`src/hw/rtl/lc3s_pkg.sv`:
```
// ============================================================================
// lc3s_pkg - shared types and constants for the lc3 instruction step core
// item and result layouts, opcodes, trap vectors, device addresses
// ============================================================================
`default_nettype none

package lc3s_pkg;

    // one queued word from the input side
    typedef struct packed {
        logic        op;
        logic [15:0] addr;
        logic [15:0] data;
        logic        key_ready;
        logic [7:0]  key_char;
    } t_item;

    // one result word
    typedef struct packed {
        logic        break_hit;
        logic        fault;
        logic        halted;
        logic [7:0]  out_char;
        logic        out_valid;
        logic [15:0] instr_word;
        logic [2:0]  cond_code;
        logic [15:0] pc_now;
    } t_result;

    typedef enum logic [1:0] {
        ST_IDLE,
        ST_FETCH,
        ST_MEM1,
        ST_MEM2
    } t_state;

    typedef enum logic [1:0] {
        SEL_MEM,
        SEL_KBSR,
        SEL_KBDR
    } t_rsel;

    localparam logic       OP_WRITE = 1'b0;
    localparam logic       OP_EXEC  = 1'b1;

    localparam logic [3:0] OPC_BR   = 4'h0;
    localparam logic [3:0] OPC_ADD  = 4'h1;
    localparam logic [3:0] OPC_LD   = 4'h2;
    localparam logic [3:0] OPC_ST   = 4'h3;
    localparam logic [3:0] OPC_JSR  = 4'h4;
    localparam logic [3:0] OPC_AND  = 4'h5;
    localparam logic [3:0] OPC_LDR  = 4'h6;
    localparam logic [3:0] OPC_STR  = 4'h7;
    localparam logic [3:0] OPC_RTI  = 4'h8;
    localparam logic [3:0] OPC_NOT  = 4'h9;
    localparam logic [3:0] OPC_LDI  = 4'hA;
    localparam logic [3:0] OPC_STI  = 4'hB;
    localparam logic [3:0] OPC_JMP  = 4'hC;
    localparam logic [3:0] OPC_RES  = 4'hD;
    localparam logic [3:0] OPC_LEA  = 4'hE;
    localparam logic [3:0] OPC_TRAP = 4'hF;

    localparam logic [7:0] VEC_GETC = 8'h20;
    localparam logic [7:0] VEC_OUT  = 8'h21;
    localparam logic [7:0] VEC_IN   = 8'h23;
    localparam logic [7:0] VEC_HALT = 8'h25;

    localparam logic [15:0] KBSR_ADDR   = 16'hFE00;
    localparam logic [15:0] KBDR_ADDR   = 16'hFE02;
    localparam logic [15:0] KEY_AVAIL   = 16'h8000;
    localparam logic [15:0] START_PC_RST = 16'h3000;

    localparam logic [2:0] CC_N = 3'b100;
    localparam logic [2:0] CC_Z = 3'b010;
    localparam logic [2:0] CC_P = 3'b001;

    localparam logic [1:0] CFG_START_PC  = 2'd0;
    localparam logic [1:0] CFG_BREAK_EN  = 2'd1;
    localparam logic [1:0] CFG_BREAK_ADR = 2'd2;

    function automatic logic [2:0] cc_of(input logic [15:0] v);
        logic [2:0] c;
        if (v == 16'd0) begin
            c = CC_Z;
        end else if (v[15]) begin
            c = CC_N;
        end else begin
            c = CC_P;
        end
        return c;
    endfunction

endpackage

`default_nettype wire

```
`src/hw/rtl/lc3s_front.sv`:
```
// ============================================================================
// lc3s_front - input side of the core
// accepts words and holds them in a two-entry queue for the back end
// ============================================================================
`default_nettype none

module lc3s_front (
    input  wire logic           i_clk,
    input  wire logic           i_rst_n,
    input  wire logic           i_valid,
    output logic                o_ready,
    input  wire lc3s_pkg::t_item i_item,
    output logic                o_valid,
    input  wire logic           i_pop,
    output lc3s_pkg::t_item     o_item
);
    import lc3s_pkg::*;

    t_item      r_q [2];
    logic       r_wp, r_rp;
    logic [1:0] r_cnt;
    logic       w_push, w_pop;

    assign o_ready = (r_cnt != 2'd2);
    assign o_valid = (r_cnt != 2'd0);
    assign o_item  = r_q[r_rp];
    assign w_push  = i_valid && o_ready;
    assign w_pop   = i_pop && o_valid;

    always_ff @(posedge i_clk) begin
        if (!i_rst_n) begin
            r_wp  <= 1'b0;
            r_rp  <= 1'b0;
            r_cnt <= 2'd0;
        end else begin
            if (w_push) begin
                r_wp <= ~r_wp;
            end
            if (w_pop) begin
                r_rp <= ~r_rp;
            end
            case ({w_push, w_pop})
                2'b10:   r_cnt <= r_cnt + 2'd1;
                2'b01:   r_cnt <= r_cnt - 2'd1;
                default: r_cnt <= r_cnt;
            endcase
        end
    end

    always_ff @(posedge i_clk) begin
        if (w_push) begin
            r_q[r_wp] <= i_item;
        end
    end

endmodule

`default_nettype wire

```
`config.mk`:
```
export PLATFORM = sky130hd
export DESIGN_NAME = lc3s_front
export DESIGN_NICKNAME = d
export VERILOG_FILES = /design/src/hw/rtl/lc3s_pkg.sv /design/src/hw/rtl/lc3s_front.sv
export SDC_FILE = /design/constraint.sdc
export NUM_CORES = 1
export LEC_CHECK = 0
export ABC_AREA = 1
export BUFFER_PORTS_ARGS = -buffer_cell sky130_fd_sc_hd__clkbuf_2
export CAP_MARGIN = 10
export CORE_UTILIZATION = 53
export DETAILED_ROUTE_END_ITERATION = 7
export PLACE_DENSITY = 0.9
export SLEW_MARGIN = 10
export SYNTH_ARGS = -nofsm -noshare
export SYNTH_HDL_FRONTEND = slang
export SYNTH_SLANG_ARGS = --single-unit
```
`constraint.sdc`:
```
create_clock -name i_clk -period 8.7 [get_ports i_clk]
set_clock_uncertainty 0.1 [all_clocks]
set_input_delay 0.435 -clock i_clk [delete_from_list [all_inputs] [get_ports i_clk]]
set_output_delay 0.435 -clock i_clk [all_outputs]
set_load 0.05 [all_outputs]
```
# Word level (Yosys, flattened, before mapping)
# Memory sizes are Yosys's and may differ from the RTL's. A register that Yosys moved wholly into a read port is not among the register bits.
# Index checks and enable logic that the tools add are counted.
# word_totals
output_inout_bits	44
n_memories	1
input_bits	46
ff_bits	4
elab_cells	20
mem_bits_rw	84
# memory_table
memory	words	word_bits	rd	rd_clocked_by_memory_dff	write_ports	line	source
r_q	2	42	1	1	1	lc3s_front.sv:19	t_item r_q [2];
# op_classes
muxes	5
n_eq_ne	3
n_bitwise	2
reduce_logical	4
n_addsub	2
# ops
operator	count
$mux 1	4
$pmux 2 s2	1
$reduce_bool 2->1	2
$add 2x1->2 const B	1
$eq 2x1->1 const B	1
$eq 2x2->1 const B	1
$logic_and 1x1->1	2
$ne 2x2->1 const B	1
$not 1->1	2
$sub 2x1->2 const B	1

# Longest topological paths before layout
# logic_depth
depth_word	4
depth_mapped	9

# Least setup slack after synthesis
# Ideal clock, no wire load.
# synth_path
path_kind	reg2reg
startpoint	register r_cnt[0]
endpoint	memory r_q[0][0] (netlist name), enable pin
synth_period_minus_slack_ps	3152
arrival_ps	2611
setup_ps	442
path_stages_with_launch	5
path_slack_ps	5548
path_cell_list	dfxtp_1 > inv_2 > nand2_2 > nand2_1 > nor2_1
# synth_between
elab_chain_len	4
# synth_lines
element	line	source
start: declaration	lc3s_front.sv:21	logic [1:0] r_cnt;
start signal: assignment	lc3s_front.sv:43	2'b10: r_cnt <= r_cnt + 2'd1;
start signal: assignment	lc3s_front.sv:44	2'b01: r_cnt <= r_cnt - 2'd1;
start signal: assignment	lc3s_front.sv:45	default: r_cnt <= r_cnt;
$ne 2x2->1	lc3s_front.sv:24	assign o_ready = (r_cnt != 2'd2);
named net o_ready	lc3s_front.sv:11	output logic o_ready,
$logic_and 1x1->1	lc3s_front.sv:27	assign w_push = i_valid && o_ready;
$mux 1	lc3s_front.sv:51	if (w_push) begin
$mux 1 (implied by the code)	lc3s_front.sv:52	r_q[r_wp] <= i_item;
end: declaration	lc3s_front.sv:19	
# The timed path passes the listed nets, and every way through them passes these cells.

==> summary.txt <==
Status
  • Status: complete, no violations

Timing
  • Fmax: ~370 MHz
  • Post-route setup slack: approximately 6 ns
  • Slew HR: 61.0%
  • Hold slack: between 0.15 and 0.2 ns
  • Endpoints failing setup: 0
  • Crit path time final: ~2.7 ns
  • Final Hold Viols: 0
  • Final Slew Violations: 0
  • Final period util: a little under a third
  • Unrepaired setup endpoints after global routing: no
  • Worst Max-Slew Pin Slew: ~0.6 ns
  • Setup TNS Final: 0 ns

CTS
  • Clock-pin slew on the worst setup and hold paths: approximately 0.090 ns
  • CTS tree: built
  • H-tree depth: 3
  • Clock Latency Late Sink: approximately 0.33 ns
  • CTS Sinks: a little under 90
  • CTS hold repair buffers: 0
  • Worst-case clock buffer depth: 2
  • Clk root buf: clkbuf_8
  • Cts repair resizes: 0
  • Setup bufs post-CTS: 0
  • CTS buffer count: 9

Die
  • Die X: roughly 83 um
  • CORE AREA: roughly 6300 um^2
  • I/O pin count: 90
  • Die height: 83.0 um
  • Die area: between 6000 and 7000 um^2
  • Site Rows: 29
  • Initial Util: between 50% and 60%

Power and ir drop
  • Power after layout: 0.00123 W
  • VDD IR max: about 0.00018 V
  • Sw frac: around 34%
  • Clock power frac: approximately 25%
  • Seq pwr share: 44.7%
  • Internal Pwr Total: slightly above 0.0008 W
  • Switching power: approximately 0.00042 W
  • PwrDens: just under 300 nW/um^2
  • Combinational Power Share: 30.3%
  • Lkg Pwr: about 1.7 nW

GRT
  • First-pass GRT wire length: ~8500 um
  • Initial antenna violation count: 0
  • Total track usage: around 16%
  • Largest net degree at the start of global routing: between 40 and 50
  • Total gr overflow: 0
  • Vias in the first global route: 1783

Drt
  • Top Metal Used: met4
  • Routed Antenna Nets: 0
  • Wirelength per Cell: between 15 and 20 um
  • Via density: 5.01
  • Detailed Route Iter0 Violations: 98
  • DRT met1 WL: around 2100 um
  • Post-Route WL: around 5400 um
  • Drt first pass iters: 6
  • Routed met3 length: approximately 250 um
  • DR DRC count: 0
  • DR WL met2: 2960 um
  • Via count: between 1500 and 2000

Synthesis
  • Yosys reg bits: between 80 and 90
  • YS warnings: 0
  • Yosys cell types: 18
  • Syn avg cell area: about 21 um^2
  • Syn Nets: ~210
  • Syn Inst Count: around 170
  • Synthesized cell area: ~3500 um^2
  • Seq/Total Area, Yosys: between 70% and 80%

Worst setup path
  • R2R depth: 5
  • CP Launch Type: register
  • Setup crit end kind: primary output
  • Worst-path cell chain: buf_4 -> mux2_2 -> clkbuf_2
  • Required @ worst endpoint: ~8 ns
  • CP Class: reg2out
  • CP max stage delay: about 0.7 ns
  • Crit path max fanout: 25
  • Critical path arrival: 2.19 ns
  • Slowest-stage cell, CP: dfxtp_2

Finish
  • Area growth syn-to-layout: 20.5%
  • Fillcell total: between 400 and 500
  • Antenna diode count: 0
  • Layout cells sized above 1: 57.4%
  • # nets final: roughly 310

Placed design
  • IO buf count: 89
  • GP Congestion: 0.738
  • Dpl ws: about 6.3 ns
  • Post-DP HPWL: ~3700 um

Min path
  • Type of the worst min-delay path: in2reg
  • Hold Path Depth: 1

Job
  • Max-cap viol count: 0
==> metal layers <==
layer,global-route usage (%),vias up
li1,-,828
met1,18.2,851
met2,29.9,53
met3,3.78,6
met4,6.58,0
met5,0,-
==> flip-flops by register name, summed over array words and instances (netlist names), named ones only <==
signal and flops:
r_wp 1, r_rp 1, r_q 84, r_cnt 2
==> path summary, 6_finish.rpt <==
path                          endpoint  slack, ns                  start
hold reg to reg               register       0.42      r_rp$_SDFFE_PN0P_
setup reg to reg  r_q[0][18]$_DFFE_PP_       6.62  r_cnt[0]$_SDFFE_PN0P_
setup / recovery            o_item[36]       5.97               register
hold / removal     r_q[1][0]$_DFFE_PP_       0.18              i_item[0]
==> cells in the mapped netlist <==
| library cell | instances | area [um^2] |
|---|---|---|
| a21oi_1 | 1 | 5.00 |
| buf_12 | 4 | 80.1 |
| buf_6 | 1 | 11.3 |
| dfxtp_1 | 5 | 100 |
| edfxtp_1 | 84 | 2520 |
| ha_1 | 1 | 12.5 |
| inv_1 | 4 | 15.0 |
| inv_2 | 1 | 3.75 |
| mux2_2 | 2 | 22.5 |
| mux2_4 | 40 | 601 |
| nand2_1 | 9 | 33.8 |
| nand2_2 | 1 | 6.26 |
| nand3_1 | 1 | 5.00 |
| nand4_1 | 1 | 6.26 |
| nor2_1 | 9 | 33.8 |
| nor2_2 | 1 | 6.26 |
| o21a_1 | 1 | 7.51 |
| o21ai_0 | 1 | 5.00 |
==> cell usage in the layout (no fill, tap or decap), types with 2 or more instances in the layout <==
cell       count
buf_4          3
bufinv_16      2
clkbuf_2      89
clkbuf_8      10
dfxtp_1        4
edfxtp_1      84
inv_1          4
mux2_2         2
mux2_4        40
nand2_1        9
nor2_1         8
nor2_4         2
==> power groups by stage <==
stage | Clock [W] | Combinational [W] | Sequential [W]
floorplan | 0 | 0.000330 | 0.000546
global placement | 0 | 0.000369 | 0.000555
detailed placement | 0 | 0.000376 | 0.000559
CTS | 0.000315 | 0.000376 | 0.000550
global route | 0.000332 | 0.000391 | 0.000553
finish | 0.000307 | 0.000372 | 0.000549
==> area by class of cell <==
| class | count | area (um^2) | share of cell area, % |
|---|---|---|---|
| flip-flops and latches | 89 | 2620 | 62.6 |
| multi-input cells | 68 | 757 | 18.1 |
| repair buffers | 92 | 468 | 11.2 |
| clock buffers | 10 | 138 | 3.28 |
| well taps | 77 | 96.3 | 2.30 |
| clock inverters | 6 | 90.1 | 2.15 |
| inverters | 5 | 18.8 | 0.448 |
==> cell families (layout without fill, tap and decap cells) <==
kind of cell	Yosys count	after routing	synth area share [%]
AO/OA/AOI/OAI	3	3	0.504
adder cells (fa/ha/maj)	1	1	0.360
buffers and inverters	10	113	3.17
flip-flops	89	89	75.4
multiplexers	42	42	17.9
AND/OR/NAND/NOR	22	22	2.63
==> metrics by stage <==
stage | instance area, um^2 | std cells | utilization (%)
global route | 4190 | 347 | 66.0
floorplan | 3480 | 167 | -
finish | 4190 | 347 | 66.0
detailed placement | 3960 | 331 | 62.4
CTS | 4190 | 347 | 66.0
global placement | 3960 | 331 | 62.4
==> worst max-delay path: cells and delay by family (launching register included) <==
| kind | cells | cell delay (ns) |
|---|---|---|
| flip-flops | 1 | 0.71 |
| buffers and inverters | 2 | 0.74 |
| multiplexers | 1 | 0.39 |
Note: power is estimated with default switching activity, not from simulation.
